--- src/assert_macros.svh ---
// Assertion macros shared by the challenge sampler modules.
`ifndef ASSERT_MACROS_SVH
`define ASSERT_MACROS_SVH

// Same-cycle implication under synchronous active-low reset.
`define CHC_ASSERT_IMPL(lbl, clk, rst_n, ante, cons, msg) \
  lbl: assert property (@(posedge clk) disable iff (!rst_n) (ante) |-> (cons)) \
    else $error(msg);

// Next-cycle implication under synchronous active-low reset.
`define CHC_ASSERT_NEXT(lbl, clk, rst_n, ante, cons, msg) \
  lbl: assert property (@(posedge clk) disable iff (!rst_n) (ante) |=> (cons)) \
    else $error(msg);

`endif

--- src/chc_pkg.sv ---
// Constants, types and helpers of the challenge sampler.
`timescale 1ns / 1ps

package chc_pkg;

  localparam int ROUNDS      = 64;
  localparam int FIXED_COUNT = 16;
  localparam int BOUND       = 16;

  localparam int POS_W = 6;
  localparam int VAL_W = 5;

  localparam int IDX_W    = $clog2(ROUNDS);
  localparam int CNT_W    = $clog2(ROUNDS + 1);
  localparam int VAL_NEED = $clog2(BOUND);
  localparam int MAX_NEED = (IDX_W > VAL_NEED) ? IDX_W : VAL_NEED;
  localparam int NEED_W   = $clog2(MAX_NEED + 1);
  localparam int BUF_W    = MAX_NEED + 7;
  localparam int BCNT_W   = $clog2(BUF_W + 1);

  // Scheme: place the bound entries first when they are the smaller set.
  localparam bit BOUND_FIRST = (ROUNDS - FIXED_COUNT) < FIXED_COUNT;
  localparam int PLACE_CNT   = BOUND_FIRST ?
                               ((ROUNDS > FIXED_COUNT) ? (ROUNDS - FIXED_COUNT) : 0) :
                               FIXED_COUNT;

  typedef logic [IDX_W-1:0]    idx_t;
  typedef logic [CNT_W-1:0]    cnt_t;
  typedef logic [NEED_W-1:0]   need_t;
  typedef logic [BCNT_W-1:0]   bcnt_t;
  typedef logic [BUF_W-1:0]    buf_t;
  typedef logic [MAX_NEED-1:0] bits_t;
  typedef logic [VAL_W-1:0]    val_t;
  typedef logic [VAL_NEED:0]   vcmp_t;
  typedef logic [POS_W-1:0]    pos_t;

  localparam cnt_t  ROUNDS_CNT = cnt_t'(ROUNDS);
  localparam cnt_t  PLACE_LIM  = cnt_t'(PLACE_CNT);
  localparam idx_t  LAST_IDX   = idx_t'(ROUNDS - 1);
  localparam need_t VAL_NEED_N = need_t'(VAL_NEED);
  localparam vcmp_t BOUND_CMP  = vcmp_t'(BOUND);
  localparam val_t  BOUND_LO   = val_t'(BOUND);

  localparam logic FUNC_START = 1'b0;
  localparam logic FUNC_BYTE  = 1'b1;

  typedef enum logic [2:0] {
    ST_IDLE,
    ST_STEP,
    ST_SCAN,
    ST_EMIT_RD,
    ST_EMIT_OUT,
    ST_DONE
  } st_t;

  typedef enum logic {
    PH_PLACE,
    PH_VALUE
  } ph_t;

  typedef struct packed {
    logic  clear;
    logic  load;
    logic  [7:0] data;
    logic  take;
    need_t need;
  } bb_ctl_t;

  typedef struct packed {
    logic clear;
    logic start;
    cnt_t start_idx;
    idx_t rem;
    logic mark;
  } scan_cmd_t;

  typedef struct packed {
    logic done;
    logic found;
    idx_t idx;
  } scan_sts_t;

  // Smallest s >= 1 with 2^s >= span.
  function automatic need_t need_bits(input cnt_t span);
    cnt_t  sm1;
    need_t s;
    sm1 = span - cnt_t'(1);
    s   = need_t'(1);
    for (int i = 1; i < CNT_W; i++) begin
      if ((sm1 >> i) != '0) begin
        s = need_t'(i + 1);
      end
    end
    return s;
  endfunction

endpackage

--- src/chc_bitbuf.sv ---
// Random bit buffer: bytes enter at the low end, draws leave from the low end.
`timescale 1ns / 1ps
`include "assert_macros.svh"

module chc_bitbuf (
  input  logic             clk,
  input  logic             rst_n,
  input  chc_pkg::bb_ctl_t ctl,
  output chc_pkg::bcnt_t   cnt,
  output chc_pkg::bits_t   bits
);

  chc_pkg::buf_t  buf_r, buf_nxt;
  chc_pkg::bcnt_t cnt_r, cnt_nxt;
  chc_pkg::bcnt_t need_ext;

  assign need_ext = chc_pkg::bcnt_t'(ctl.need);

  always_comb begin
    buf_nxt = buf_r;
    cnt_nxt = cnt_r;
    if (ctl.clear) begin
      buf_nxt = '0;
      cnt_nxt = '0;
    end else if (ctl.load) begin
      buf_nxt = (buf_r << 8) | chc_pkg::buf_t'(ctl.data);
      cnt_nxt = cnt_r + chc_pkg::bcnt_t'(8);
    end else if (ctl.take) begin
      buf_nxt = buf_r >> ctl.need;
      cnt_nxt = cnt_r - need_ext;
    end
  end

  always_ff @(posedge clk) begin
    if (!rst_n) begin
      buf_r <= '0;
      cnt_r <= '0;
    end else begin
      buf_r <= buf_nxt;
      cnt_r <= cnt_nxt;
    end
  end

  assign cnt  = cnt_r;
  assign bits = buf_r[chc_pkg::MAX_NEED-1:0];

  `CHC_ASSERT_IMPL(a_take_has_bits, clk, rst_n, ctl.take, cnt_r >= need_ext, "draw without enough bits")
  `CHC_ASSERT_IMPL(a_load_xor_take, clk, rst_n, ctl.load, !ctl.take, "load and draw in one cycle")

endmodule

--- src/chc_slots.sv ---
// Slot marks and the shared scan unit that finds the r-th free slot.
`timescale 1ns / 1ps
`include "assert_macros.svh"

module chc_slots (
  input  logic                  clk,
  input  logic                  rst_n,
  input  chc_pkg::scan_cmd_t    cmd,
  input  chc_pkg::idx_t         emit_idx,
  output chc_pkg::scan_sts_t    sts,
  output logic                  emit_mark
);

  logic [chc_pkg::ROUNDS-1:0] marks_r, marks_nxt;
  logic                       busy_r, busy_nxt;
  logic                       mark_r, mark_nxt;
  chc_pkg::cnt_t              idx_r, idx_nxt;
  chc_pkg::idx_t              rem_r, rem_nxt;
  chc_pkg::idx_t              idx_lo;
  logic                       at_end, free, hit, done;

  assign idx_lo = idx_r[chc_pkg::IDX_W-1:0];
  assign at_end = (idx_r == chc_pkg::ROUNDS_CNT);
  assign free   = !at_end && !marks_r[idx_lo];
  assign hit    = free && (rem_r == '0);
  assign done   = busy_r && (at_end || hit);

  always_comb begin
    marks_nxt = marks_r;
    busy_nxt  = busy_r;
    mark_nxt  = mark_r;
    idx_nxt   = idx_r;
    rem_nxt   = rem_r;
    if (cmd.clear) begin
      marks_nxt = '0;
      busy_nxt  = 1'b0;
    end else if (cmd.start) begin
      busy_nxt = 1'b1;
      mark_nxt = cmd.mark;
      idx_nxt  = cmd.start_idx;
      rem_nxt  = cmd.rem;
    end else if (busy_r) begin
      if (done) begin
        busy_nxt = 1'b0;
        if (hit && mark_r) begin
          marks_nxt[idx_lo] = 1'b1;
        end
      end else begin
        // skip marked slots, count down on free ones
        if (free) begin
          rem_nxt = rem_r - chc_pkg::idx_t'(1);
        end
        idx_nxt = idx_r + chc_pkg::cnt_t'(1);
      end
    end
  end

  always_ff @(posedge clk) begin
    if (!rst_n) begin
      marks_r <= '0;
      busy_r  <= 1'b0;
      mark_r  <= 1'b0;
    end else begin
      marks_r <= marks_nxt;
      busy_r  <= busy_nxt;
      mark_r  <= mark_nxt;
    end
    idx_r <= idx_nxt;
    rem_r <= rem_nxt;
  end

  assign sts.done  = done;
  assign sts.found = done && !at_end;
  assign sts.idx   = idx_lo;
  assign emit_mark = marks_r[emit_idx];

  `CHC_ASSERT_IMPL(a_scan_in_range, clk, rst_n, busy_r, idx_r <= chc_pkg::ROUNDS_CNT, "scan index past end")
  `CHC_ASSERT_NEXT(a_scan_ends, clk, rst_n, done, !busy_r, "scan still busy after done")

endmodule

--- src/chc_store.sv ---
// Entry value memory: one write port, one registered read port.
`timescale 1ns / 1ps

module chc_store (
  input  logic          clk,
  input  logic          wr_en,
  input  chc_pkg::idx_t wr_addr,
  input  chc_pkg::val_t wr_data,
  input  logic          rd_en,
  input  chc_pkg::idx_t rd_addr,
  output chc_pkg::val_t rd_data
);

  chc_pkg::val_t mem [chc_pkg::ROUNDS];
  chc_pkg::val_t rd_data_r;

  always_ff @(posedge clk) begin
    if (wr_en) begin
      mem[wr_addr] <= wr_data;
    end
  end

  always_ff @(posedge clk) begin
    if (rd_en) begin
      rd_data_r <= mem[rd_addr];
    end
  end

  assign rd_data = rd_data_r;

endmodule

--- src/challenge_sampler_from_random_bytes.sv ---
// Top level of the fixed-weight challenge sampler: sequencer and channels.
//
// Input channel (in_valid/in_ready): a request with in_func = 0 starts a new
// challenge and clears the bit buffer, slot marks and counters.
// A request with in_func = 1 delivers in_random_byte to the bit buffer; the
// sequencer then draws positions and values until the buffer runs short.
// A value draw is made in ST_STEP alone; a position draw adds a scan over the
// slots (ST_SCAN), which sets the per-byte time; in_ready is low meanwhile.
// When the byte that completes the challenge has been used, the block sends
// ROUNDS results on the output channel (out_valid/out_ready), positions in
// increasing order, out_last on the final one. Each result is read from memory
// (ST_EMIT_RD), then shown on the output (ST_EMIT_OUT), where it holds while
// out_ready is low and nothing advances. After the last result bytes are taken
// and dropped until a start request arrives.
// Reset (rst_n low, synchronous) gives the same state as a start request.
`timescale 1ns / 1ps
`include "assert_macros.svh"

module challenge_sampler_from_random_bytes (
  input  logic                 clk,
  input  logic                 rst_n,
  input  logic                 in_valid,
  output logic                 in_ready,
  input  logic                 in_func,
  input  logic [7:0]           in_random_byte,
  output logic                 out_valid,
  input  logic                 out_ready,
  output chc_pkg::pos_t        out_position,
  output logic                 out_is_bound,
  output chc_pkg::val_t        out_value,
  output logic                 out_last
);

  chc_pkg::st_t  st_r, st_nxt;
  chc_pkg::ph_t  ph_r, ph_nxt;
  chc_pkg::cnt_t placed_r, placed_nxt;
  chc_pkg::cnt_t fill_r, fill_nxt;
  logic          fill_ok_r, fill_ok_nxt;
  chc_pkg::idx_t emit_r, emit_nxt;

  chc_pkg::bb_ctl_t   bb_ctl;
  chc_pkg::bcnt_t     bb_cnt;
  chc_pkg::bits_t     bb_bits;
  chc_pkg::scan_cmd_t scan_cmd;
  chc_pkg::scan_sts_t scan_sts;
  logic               emit_mark;

  logic          st_wr_en, st_rd_en;
  chc_pkg::val_t st_wr_data, st_rd_data;

  chc_pkg::cnt_t  span;
  chc_pkg::need_t pos_need;
  chc_pkg::idx_t  pos_r;
  chc_pkg::vcmp_t val_draw;
  logic           in_acc, clear;

  assign in_ready = (st_r == chc_pkg::ST_IDLE) || (st_r == chc_pkg::ST_DONE);
  assign in_acc   = in_valid && in_ready;
  assign clear    = in_acc && (in_func == chc_pkg::FUNC_START);

  assign span     = chc_pkg::ROUNDS_CNT - placed_r;
  assign pos_need = chc_pkg::need_bits(span);
  assign pos_r    = bb_bits[chc_pkg::IDX_W-1:0] & ~({chc_pkg::IDX_W{1'b1}} << pos_need);
  assign val_draw = chc_pkg::vcmp_t'(bb_bits[chc_pkg::VAL_NEED-1:0]);
  assign st_wr_data = chc_pkg::val_t'(bb_bits[chc_pkg::VAL_NEED-1:0]);

  always_comb begin
    st_nxt      = st_r;
    ph_nxt      = ph_r;
    placed_nxt  = placed_r;
    fill_nxt    = fill_r;
    fill_ok_nxt = fill_ok_r;
    emit_nxt    = emit_r;

    bb_ctl       = '0;
    bb_ctl.clear = clear;
    bb_ctl.data  = in_random_byte;
    scan_cmd       = '0;
    scan_cmd.clear = clear;
    st_wr_en = 1'b0;
    st_rd_en = 1'b0;

    case (st_r)
      chc_pkg::ST_IDLE, chc_pkg::ST_DONE: begin
        if (clear) begin
          st_nxt      = chc_pkg::ST_IDLE;
          ph_nxt      = chc_pkg::PH_PLACE;
          placed_nxt  = '0;
          fill_nxt    = '0;
          fill_ok_nxt = 1'b0;
        end else if (in_acc && st_r == chc_pkg::ST_IDLE) begin
          bb_ctl.load = 1'b1;
          st_nxt      = chc_pkg::ST_STEP;
        end
      end
      chc_pkg::ST_STEP: begin
        if (ph_r == chc_pkg::PH_PLACE) begin
          if (placed_r >= chc_pkg::PLACE_LIM) begin
            if (chc_pkg::BOUND_FIRST) begin
              ph_nxt      = chc_pkg::PH_VALUE;
              fill_nxt    = '0;
              fill_ok_nxt = 1'b0;
            end else begin
              emit_nxt = '0;
              st_nxt   = chc_pkg::ST_EMIT_RD;
            end
          end else if (bb_cnt < chc_pkg::bcnt_t'(pos_need)) begin
            st_nxt = chc_pkg::ST_IDLE;
          end else begin
            bb_ctl.take = 1'b1;
            bb_ctl.need = pos_need;
            // drop draws at or above the span and redraw
            if (chc_pkg::cnt_t'(pos_r) < span) begin
              scan_cmd.start     = 1'b1;
              scan_cmd.start_idx = '0;
              scan_cmd.rem       = pos_r;
              scan_cmd.mark      = 1'b1;
              st_nxt             = chc_pkg::ST_SCAN;
            end
          end
        end else begin
          if (chc_pkg::BOUND_FIRST && !fill_ok_r) begin
            // advance the fill index to the next free slot
            scan_cmd.start     = 1'b1;
            scan_cmd.start_idx = fill_r;
            scan_cmd.rem       = '0;
            scan_cmd.mark      = 1'b0;
            st_nxt             = chc_pkg::ST_SCAN;
          end else if (bb_cnt < chc_pkg::bcnt_t'(chc_pkg::VAL_NEED_N)) begin
            st_nxt = chc_pkg::ST_IDLE;
          end else begin
            bb_ctl.take = 1'b1;
            bb_ctl.need = chc_pkg::VAL_NEED_N;
            if (val_draw < chc_pkg::BOUND_CMP) begin
              st_wr_en = 1'b1;
              if (chc_pkg::BOUND_FIRST) begin
                fill_nxt    = fill_r + chc_pkg::cnt_t'(1);
                fill_ok_nxt = 1'b0;
              end else begin
                placed_nxt = placed_r + chc_pkg::cnt_t'(1);
                ph_nxt     = chc_pkg::PH_PLACE;
              end
            end
          end
        end
      end
      chc_pkg::ST_SCAN: begin
        if (scan_sts.done) begin
          st_nxt = chc_pkg::ST_STEP;
          if (ph_r == chc_pkg::PH_PLACE) begin
            if (chc_pkg::BOUND_FIRST) begin
              placed_nxt = placed_r + chc_pkg::cnt_t'(1);
            end else begin
              fill_nxt = chc_pkg::cnt_t'(scan_sts.idx);
              ph_nxt   = chc_pkg::PH_VALUE;
            end
          end else if (scan_sts.found) begin
            fill_nxt    = chc_pkg::cnt_t'(scan_sts.idx);
            fill_ok_nxt = 1'b1;
          end else begin
            emit_nxt = '0;
            st_nxt   = chc_pkg::ST_EMIT_RD;
          end
        end
      end
      chc_pkg::ST_EMIT_RD: begin
        st_rd_en = 1'b1;
        st_nxt   = chc_pkg::ST_EMIT_OUT;
      end
      chc_pkg::ST_EMIT_OUT: begin
        if (out_ready) begin
          if (emit_r == chc_pkg::LAST_IDX) begin
            st_nxt = chc_pkg::ST_DONE;
          end else begin
            emit_nxt = emit_r + chc_pkg::idx_t'(1);
            st_nxt   = chc_pkg::ST_EMIT_RD;
          end
        end
      end
      default: begin
        st_nxt = chc_pkg::ST_IDLE;
      end
    endcase
  end

  always_ff @(posedge clk) begin
    if (!rst_n) begin
      st_r      <= chc_pkg::ST_IDLE;
      ph_r      <= chc_pkg::PH_PLACE;
      placed_r  <= '0;
      fill_r    <= '0;
      fill_ok_r <= 1'b0;
      emit_r    <= '0;
    end else begin
      st_r      <= st_nxt;
      ph_r      <= ph_nxt;
      placed_r  <= placed_nxt;
      fill_r    <= fill_nxt;
      fill_ok_r <= fill_ok_nxt;
      emit_r    <= emit_nxt;
    end
  end

  chc_bitbuf u_bitbuf (
    .clk   (clk),
    .rst_n (rst_n),
    .ctl   (bb_ctl),
    .cnt   (bb_cnt),
    .bits  (bb_bits)
  );

  chc_slots u_slots (
    .clk       (clk),
    .rst_n     (rst_n),
    .cmd       (scan_cmd),
    .emit_idx  (emit_r),
    .sts       (scan_sts),
    .emit_mark (emit_mark)
  );

  chc_store u_store (
    .clk     (clk),
    .wr_en   (st_wr_en),
    .wr_addr (fill_r[chc_pkg::IDX_W-1:0]),
    .wr_data (st_wr_data),
    .rd_en   (st_rd_en),
    .rd_addr (emit_r),
    .rd_data (st_rd_data)
  );

  assign out_valid    = (st_r == chc_pkg::ST_EMIT_OUT);
  assign out_is_bound = chc_pkg::BOUND_FIRST ? emit_mark : !emit_mark;
  assign out_value    = out_is_bound ? chc_pkg::BOUND_LO : st_rd_data;
  assign out_position = chc_pkg::pos_t'(emit_r);
  assign out_last     = (emit_r == chc_pkg::LAST_IDX);

  `CHC_ASSERT_IMPL(a_no_overlap, clk, rst_n, out_valid, !in_ready, "input taken during output")
  `CHC_ASSERT_NEXT(a_last_to_done, clk, rst_n, out_valid && out_ready && out_last, st_r == chc_pkg::ST_DONE, "no done after last result")

endmodule

--- config.mk ---
export PLATFORM = sky130hd
export DESIGN_NAME = challenge_sampler_from_random_bytes
export DESIGN_NICKNAME = d
export VERILOG_FILES = /design/src/chc_pkg.sv /design/src/chc_bitbuf.sv /design/src/chc_slots.sv /design/src/chc_store.sv /design/src/challenge_sampler_from_random_bytes.sv
export VERILOG_INCLUDE_DIRS = /design/src /design/src/src
export SDC_FILE = /design/constraint.sdc
export NUM_CORES = 1
export LEC_CHECK = 0
export ABC_CLOCK_PERIOD_IN_PS = 15450
export BUFFER_PORTS_ARGS = -buffer_cell sky130_fd_sc_hd__buf_2
export CAP_MARGIN = 10
export CELL_PAD_IN_SITES_DETAIL_PLACEMENT = 1
export CELL_PAD_IN_SITES_GLOBAL_PLACEMENT = 1
export CORE_MARGIN = 1.5
export CORE_UTILIZATION = 57
export DETAILED_ROUTE_END_ITERATION = 7
export GPL_ROUTABILITY_DRIVEN = 0
export HOLD_SLACK_MARGIN = 0.06
export PLACE_DENSITY = 0.95
export SLEW_MARGIN = 10
export SYNTH_ARGS = -nofsm -noshare
export SYNTH_HDL_FRONTEND = slang
export SYNTH_SLANG_ARGS = --single-unit
--- constraint.sdc ---
create_clock -name clk -period 15.45 [get_ports clk]
set_input_delay 1.545 -clock clk [delete_from_list [all_inputs] [get_ports clk]]
set_output_delay 1.545 -clock clk [all_outputs]
set_load 0.01 [all_outputs]
==> run_results.csv, run 1 <==
group,metric,value,unit
placement,place_area,17800,sq um
yosys,avgSynthCellArea,13.5,sq um
cells_and_area,multiInputGateArea,6680,sq um
sta,fin_tns_setup,0,ns
floorplanning,fp.coreArea,29900,sq um
global_route,overflow,0,
cells_and_area,post-route-util,0.641,
cts,htree_levels,2,
cells_and_area,fillCellCount,2793,
power_and_ir_drop,cellPowerDensity,114,nW/um^2
cts,cts_setup_buffers,0,
global_route,grt_max_degree,68,
sta,fin_skew,0.0229,ns
worst_hold_path,hold_class,"flip-flop to flip-flop",
yosys,synth_area_leaders,"edfxtp_1 47%, mux4_2 14%, dfxtp_1 12%",
run_status,status,"completed",
sta,fin_hold_ws,0.480,ns
sta,grt_setup_unrepaired,"no",
cts,root_buffer,"clkbuf_16",
placement,dp_hpwl,30.6,mm
run,drv_cap,0,
route,routed_wl,49.9,mm
global_route,grt_pass1_vias,12600,
power_and_ir_drop,power_leakage,6.17,nW
sta,max_freq,0.158,GHz
yosys,synth_compound_area_frac,0.0871,
route,drt_iter0_markers,1248,
yosys,synth_edf_count,273,
yosys,synthSimpleGateAreaFrac,0.112,
route,drc,0,
route,drt-vias-per-instance,6.93,
cts,ctsLongestPathBuffers,3,
power_and_ir_drop,ir_drop,0.109,mV
cts,cts.reportedPaths.clkPinSlew,0.06,ns
sta,worst_pin_slew,1.06,ns
sta,fin_crit_sh,0.409,
global_route,grt_usage,0.329,
global_route,antenna_found_initial,2,
route,route.detailed.wl_per_inst,29.0,um
sta,finalHoldViolations,0,
cts,clock_latency,0.56,ns
cts,cts_sinks,379,
yosys,async_flop_share,0,
floorplanning,rows,63,
cells_and_area,drive_gt1_frac,0.188,
critical_path,path_class,"flip-flop to flip-flop",
yosys,yosysWarnings,0,
sta,drv_slew,0,
sta,fin_crit,6.32,ns
yosys,syn_nets,1324,
critical_path,cp_max_fo,28,
critical_path,crit_required,15.67,ns
placement,portBuffers,27,
route,firstDrtPassIters,5,
critical_path,startpoint_type,"flip-flop",
yosys,yosys.cell_types.count,93,
yosys,synth_area,17500,sq um
cells_and_area,nets,1323,
floorplanning,start_util,0.585,
cts,cts_buffers,41,
yosys,synth_top_family_by_area,"multiplexers",
cts,cts_tree,"yes",
critical_path,cp.arrival,6.53,ns
yosys,ys_ff_latch,379,
yosys,synthMuxAreaShare,0.159,
floorplanning,die_x,178,um
critical_path,endpoint_kind,"flip-flop",
route,vias,11900,
yosys,yosysTopAreaCell,"edfxtp_1",
yosys,synthCells,1295,
cells_and_area,layout.area.seq,10300,sq um
route,ant_nets,0,
floorplanning,die_y,178,um
yosys,synth_top_area_frac,0.469,
yosys,seq_area_frac_synth,0.591,
cells_and_area,layout-area-overhead-vs-synth,9.59,%
yosys,synth_fa_ha_area_frac,0.0119,
cts,hold_buffers,0,
cts,cts_resized,0,
floorplanning,ios,28,
global_route,grt_first_pass_wirelength,77.3,mm
sta,finalSetupViolCount,0,
cells_and_area,final_cell_area,19100,sq um
sta,maxSlewHeadroom,0.291,
yosys,synth_xor_area_frac,0.0120,
floorplanning,dieArea,31700,sq um
yosys,synthFlopType,"edfxtp_1",
==> state kept, by name, indices dropped and copies added (netlist names) <==
signal,cells
u_slots.mark_r,1
fill_r,6
out_position,6
placed_r,7
ph_r,1
u_bitbuf.cnt,4
st_r,3
u_bitbuf.buf_r,13
u_store.mem,256
u_slots.marks_r,64
u_slots.rem_r,6
u_slots.busy_r,1
u_slots.idx_r,7
u_store.rd_data,4
==> per-stage QoR <==
step	std cells	total power [mW]	setup slack (ns)
2_1_floorplan	1295	1.21	10.53
3_3_place_gp	1641	1.23	9.85
3_5_place_dp	1641	1.24	9.24
4_1_cts	1717	2.19	9.21
5_1_grt	1718	2.24	8.73
6_report	1718	2.19	9.13
==> layout make-up <==
type / instances / area share
clock buffers: 50 / 0.0565
multi-input cells: 806 / 0.349
inverters: 26 / 0.00510
repair buffers: 40 / 0.0122
clock inverters: 26 / 0.0118
flip-flops and latches: 379 / 0.540
well taps: 390 / 0.0255
diodes: 1 / 0.000131
==> placed cells by master, fill, tap and decap left out, drive strengths merged, types with 5 or more instances in the layout <==
| master | netlist | routed |
|---|---|---|
| and2 | 12 | 12 |
| nor2b | 13 | 13 |
| clkinv | 0 | 20 |
| or3 | 6 | 6 |
| nor3 | 22 | 22 |
| and3 | 20 | 20 |
| inv | 26 | 29 |
| nand3 | 38 | 38 |
| xor2 | 12 | 12 |
| a21o | 6 | 6 |
| nand2 | 106 | 106 |
| o21ai | 83 | 83 |
| a211oi | 7 | 7 |
| a31o | 6 | 6 |
| a31oi | 15 | 15 |
| buf | 42 | 40 |
| nand2b | 7 | 7 |
| a21boi | 5 | 5 |
| ha | 15 | 15 |
| or3b | 5 | 5 |
| a21oi | 34 | 34 |
| a22o | 6 | 6 |
| nand4 | 14 | 14 |
| xnor2 | 11 | 11 |
| nand3b | 9 | 9 |
| a211o | 5 | 5 |
| a22oi | 10 | 10 |
| mux4 | 112 | 112 |
| nor2 | 130 | 130 |
| nor4 | 5 | 5 |
| o21a | 6 | 6 |
| clkbuf | 42 | 50 |
| o211ai | 8 | 8 |
| dfxtp | 106 | 106 |
| mux2i | 19 | 19 |
| edfxtp | 273 | 273 |
==> power breakdown <==
part | switching [mW] | internal (mW) | total (mW)
Combinational | 0.0886 | 0.0378 | 0.126
Sequential | 0.00643 | 1.09 | 1.10
Clock | 0.413 | 0.552 | 0.966
Total | 0.508 | 1.68 | 2.19
==> synthesized netlist by cell type (10+ instances only) <==
cell	instances
mux4_2	109
ha_1	15
nor2b_1	13
a31oi_1	15
buf_1	18
inv_1	24
nand3_1	37
xor2_1	11
and3_1	20
edfxtp_1	273
nand2_1	106
o21ai_0	78
dfxtp_1	106
clkbuf_1	42
buf_2	16
nor3_1	20
and2_1	11
a22oi_1	10
nand4_1	14
mux2i_1	19
nor2_1	129
a21oi_1	33
xnor2_1	11
==> worst paths after layout <==
kind | start | endpoint | slack (ns) | cells after the start
max reg2reg | placed_r[0] | u_slots.rem_r[4] | 9.13 | 17
max | placed_r[0] | u_slots.rem_r[4] | 9.13 | 17
min | u_slots.marks_r[11] | u_slots.marks_r[11] | 0.48 | 2
min reg2reg | u_slots.marks_r[11] | u_slots.marks_r[11] | 0.48 | 2
==> critical path, cell delays in order (launching register included) <==
cell	delay (ns)
dfxtp_1	0.67
inv_1	0.14
ha_1	0.46
nor4b_1	0.54
a22o_1	0.33
xnor2_1	0.17
a22oi_1	0.13
nor3_1	0.44
a21boi_0	0.22
ha_1	0.31
a21o_1	0.15
a21o_1	0.17
a21oi_1	0.16
a211oi_1	0.08
a211oi_2	0.40
nand4b_4	0.41
a21boi_1	0.82
o21a_1	0.37
==> routing by layer <==
layer | vias to the layer above | GRT usage | routed length [um]
li1 | 5002 | - | -
met1 | 6077 | 0.400 | 18200
met2 | 649 | 0.575 | 26100
met3 | 169 | 0.0612 | 3620
met4 | 2 | 0.142 | 1990
met5 | - | 0 | 13
==> cells by family (layout without fill, tap and decap cells) <==
family,after synthesis,in the layout
AOI/OAI and AO/OA,228,228
xor gates and xnor gates,23,23
adders and majority gates,16,16
buffers and inverters,110,142
DFF,379,379
muxes,135,135
other,0,1
and+or+nand+nor,404,404
(Power assumes the default switching activity.)
==> run 2: changes to the inputs <==
--- a/config.mk
+++ b/config.mk
@@ -6,17 +6,18 @@
 export SDC_FILE = /design/constraint.sdc
 export NUM_CORES = 1
 export LEC_CHECK = 0
-export ABC_CLOCK_PERIOD_IN_PS = 15450
+export ABC_AREA = 1
+export ABC_CLOCK_PERIOD_IN_PS = 5610
 export BUFFER_PORTS_ARGS = -buffer_cell sky130_fd_sc_hd__buf_2
 export CAP_MARGIN = 10
 export CELL_PAD_IN_SITES_DETAIL_PLACEMENT = 1
 export CELL_PAD_IN_SITES_GLOBAL_PLACEMENT = 1
 export CORE_MARGIN = 1.5
-export CORE_UTILIZATION = 57
+export CORE_UTILIZATION = 45
 export DETAILED_ROUTE_END_ITERATION = 7
 export GPL_ROUTABILITY_DRIVEN = 0
 export HOLD_SLACK_MARGIN = 0.06
-export PLACE_DENSITY = 0.95
+export PLACE_DENSITY = 0.89
 export SLEW_MARGIN = 10
 export SYNTH_ARGS = -nofsm -noshare
 export SYNTH_HDL_FRONTEND = slang
==> constraint.sdc (replaced) <==
create_clock -name clk -period 5.61 [get_ports clk]
set_input_delay 0.561 -clock clk [delete_from_list [all_inputs] [get_ports clk]]
set_output_delay 0.561 -clock clk [all_outputs]
set_load 0.01 [all_outputs]
==> run 2 against run 1 <==
Compared with the run above: worst hold slack worse by 0.13 ns; synthesized cell count is 48% higher; sequential cell count stayed put; clock power grew to 2.9 times the previous value; area after synthesis is 0.69% higher; utilization is 14 points lower; worst setup slack worse by 8.3 ns; die area is 27% higher; critical path depth is 10 higher; total power grew to 3.6 times the previous value; via count is 24% higher; global-route usage is 5.5 points lower; critical endpoint is now u_slots.marks_r[29].
==> run_results.csv, run 2 <==
group,metric,value,unit
run_status,status,"completed",
critical_path,crit_required,6.05,ns
cells_and_area,nets,1932,
worst_hold_path,hold_class,"input port to flip-flop",
yosys,synth_compound_area_frac,0.147,
run,drv_cap,0,
sta,drv_slew,0,
yosys,synth_area_leaders,"edfxtp_1 47%, dfxtp_1 12%, nor2_1 7.2%",
route,route.detailed.wl_per_inst,22.7,um
power_and_ir_drop,p_comb_frac,0.206,
yosys,ys_ff_latch,379,
sta,fin_crit_sh,0.855,
sta,finalSetupViolCount,0,
global_route,grt_usage,0.274,
floorplanning,dieArea,40300,sq um
cts,htree_levels,2,
power_and_ir_drop,pwr-share-seq,0.436,
route,firstDrtPassIters,8,
sta,fin_hold_ws,0.347,ns
sta,worst_pin_slew,1.07,ns
yosys,synth_top_area_frac,0.466,
cells_and_area,largest_reg_flops,256,
floorplanning,fp.coreArea,38600,sq um
placement,dp_hpwl,34.3,mm
cells_and_area,reg_top3,"u_store.mem x256, u_slots.marks_r x64, u_bitbuf.buf_r x13",
yosys,yosys.cell_types.count,48,
route,drt_iter0_markers,1364,
floorplanning,die_x,201,um
power_and_ir_drop,finalPower,7.80,mW
sta,fin_crit,4.80,ns
cells_and_area,final_cell_mix,"336 x nor2_1, 273 x edfxtp_1, 249 x nand2_1, 191 x o21ai_0, 166 x inv_1",
sta,grt_setup_unrepaired,"no",
cells_and_area,num_antenna_cells,0,
yosys,synthFlopType,"edfxtp_1",
floorplanning,start_util,0.455,
route,drc,0,
critical_path,path_class,"flip-flop to flip-flop",
cts,cts_setup_buffers,0,
sta,finalHoldViolations,0,
cts,clock_latency,0.57,ns
power_and_ir_drop,pwr-share-clk,0.357,
route,vias,14800,
cts,cts_sinks,379,
cts,root_buffer,"clkbuf_16",
yosys,synthTopCellsByCount,"336 x nor2_1, 273 x edfxtp_1, 249 x nand2_1",
critical_path,cp_max_fo,26,
cells_and_area,layout_commonest_cell,"nor2_1",
cts,cts_resized,0,
yosys,async_flop_share,0,
yosys,synth_fa_ha_area_frac,0.0118,
floorplanning,ios,28,
critical_path,slowest_stage,"and2_2",
yosys,avgSynthCellArea,9.20,sq um
route,routed_wl,55.7,mm
yosys,synth_most_common_cell,"nor2_1",
power_and_ir_drop,ir_drop,0.719,mV
sta,fin_tns_setup,0,ns
cells_and_area,layout-area-overhead-vs-synth,10.6,%
sta,maxSlewHeadroom,0.284,
yosys,yosysWarnings,0,
placement,portBuffers,27,
global_route,grt_first_pass_wirelength,86.9,mm
yosys,synthCells,1912,
sta,max_freq,0.208,GHz
yosys,synth_top_family_by_area,"simple AND/OR/NAND/NOR gates",
global_route,antenna_found_initial,0,
critical_path,slowest_delay,0.50,ns
yosys,synth_area,17600,sq um
yosys,syn_nets,1941,
sta,fin_skew,0.0268,ns
cts,hold_buffers,0,
cells_and_area,fillCellCount,4388,
floorplanning,die_y,201,um
yosys,synth_edf_count,273,
global_route,overflow,0,
power_and_ir_drop,p_switching,2.52,mW
cts,ctsLongestPathBuffers,3,
critical_path,cp.arrival,5.24,ns
global_route,grt_max_degree,73,
critical_path,endpoint_kind,"flip-flop",
cts,cts_tree,"yes",
power_and_ir_drop,internal_power,5.28,mW
global_route,grt_pass1_vias,15400,
yosys,seq_area_frac_synth,0.587,
yosys,synthMuxAreaShare,0,
cts,cts_buffers,41,
critical_path,startpoint_type,"flip-flop",
floorplanning,rows,72,
yosys,yosysTopAreaCell,"edfxtp_1",
route,drt-vias-per-instance,6.02,
power_and_ir_drop,swShare,0.323,
power_and_ir_drop,power_leakage,6.67,nW
yosys,synth_xor_area_frac,0.00548,
cells_and_area,regMostFlops,"u_store.mem",
cts,cts.reportedPaths.clkPinSlew,0.06,ns
route,ant_nets,0,
power_and_ir_drop,cellPowerDensity,401,nW/um^2
yosys,synthSimpleGateAreaFrac,0.185,
cells_and_area,drive_gt1_frac,0.0884,
run 2: changes by cell type after synthesis, sizes merged, moves of 23 or more:
cell / previous run / this run
nand2: 106 / 266
o22ai: 4 / 64
mux4: 112 / 0
o221ai: 1 / 24
nand4: 14 / 48
o21ai: 83 / 194
nor2: 130 / 340
inv: 26 / 176
nand3: 38 / 96
clkbuf: 42 / 79
a21oi: 34 / 147
run 2: routing by layer:
metal  part of all wire  global-route usage  routed length (um)  vias up
met2               0.49               0.470               27300      670
li1                   -                   -                   -     6621
met3              0.075              0.0474                4170      186
met5                  0                   0                   0        -
met4              0.045               0.129                2510        0
met1               0.39               0.337               21700     7301
run 2: area by class of cell:
class,instances,area (sq um),area share
Timing Repair Buffer,49,300,0.0154
Clock inverter,24,278,0.0143
Tap cell,518,648,0.0333
Inverter,181,684,0.0352
Clock buffer,51,1070,0.0552
Multi-Input combinational cell,1251,6140,0.316
Sequential cell,379,10300,0.531
run 2: final timing paths:
kind | startpoint | endpoint | slack [ns] | cells past startpoint
worst max-delay path | placed_r[0] | u_slots.marks_r[29] | 0.81 | 27
worst min-delay path | rst_n | fill_r[1] | 0.35 | 3
worst max register to register | placed_r[0] | u_slots.marks_r[29] | 0.81 | 27
worst min register to register | u_slots.marks_r[55] | u_slots.marks_r[55] | 0.48 | 2
run 2: critical path, delay by kind of cell (launching register included):
kind	cells	cell delay [ns]
simple gates	12	1.90
buf+inv	7	0.89
compound gates	6	0.78
fa+ha+maj	2	0.64
flops	1	0.45
run 2: per-stage QoR:
stage,setup slack [ns],cell area (sq um),std cells,utilization
2_1_floorplan,1.98,17600,1912,-
4_1_cts,0.817,19500,2453,0.503
3_5_place_dp,1.00,18100,2378,0.469
5_1_grt,0.355,19500,2453,0.503
6_report,0.812,19500,2453,0.503
3_3_place_gp,1.35,18100,2378,0.469
run 2: cells by family after synthesis:
kind of cell             Yosys count
adder cells (fa/ha/maj)           16
XOR/XNOR                          11
AND/OR/NAND/NOR                  766
buffers and inverters            282
AO/OA/AOI/OAI                    458
flip-flops                       379
run 2: power by group through the flow:
stage | clock network, mW | registers (mW) | logic (mW)
floorplan | 0 | 3.52 | 0.984
global placement | 0 | 3.45 | 1.46
detailed placement | 0 | 3.46 | 1.56
CTS | 2.81 | 3.40 | 1.59
global route | 2.89 | 3.41 | 1.78
finish | 2.79 | 3.40 | 1.61
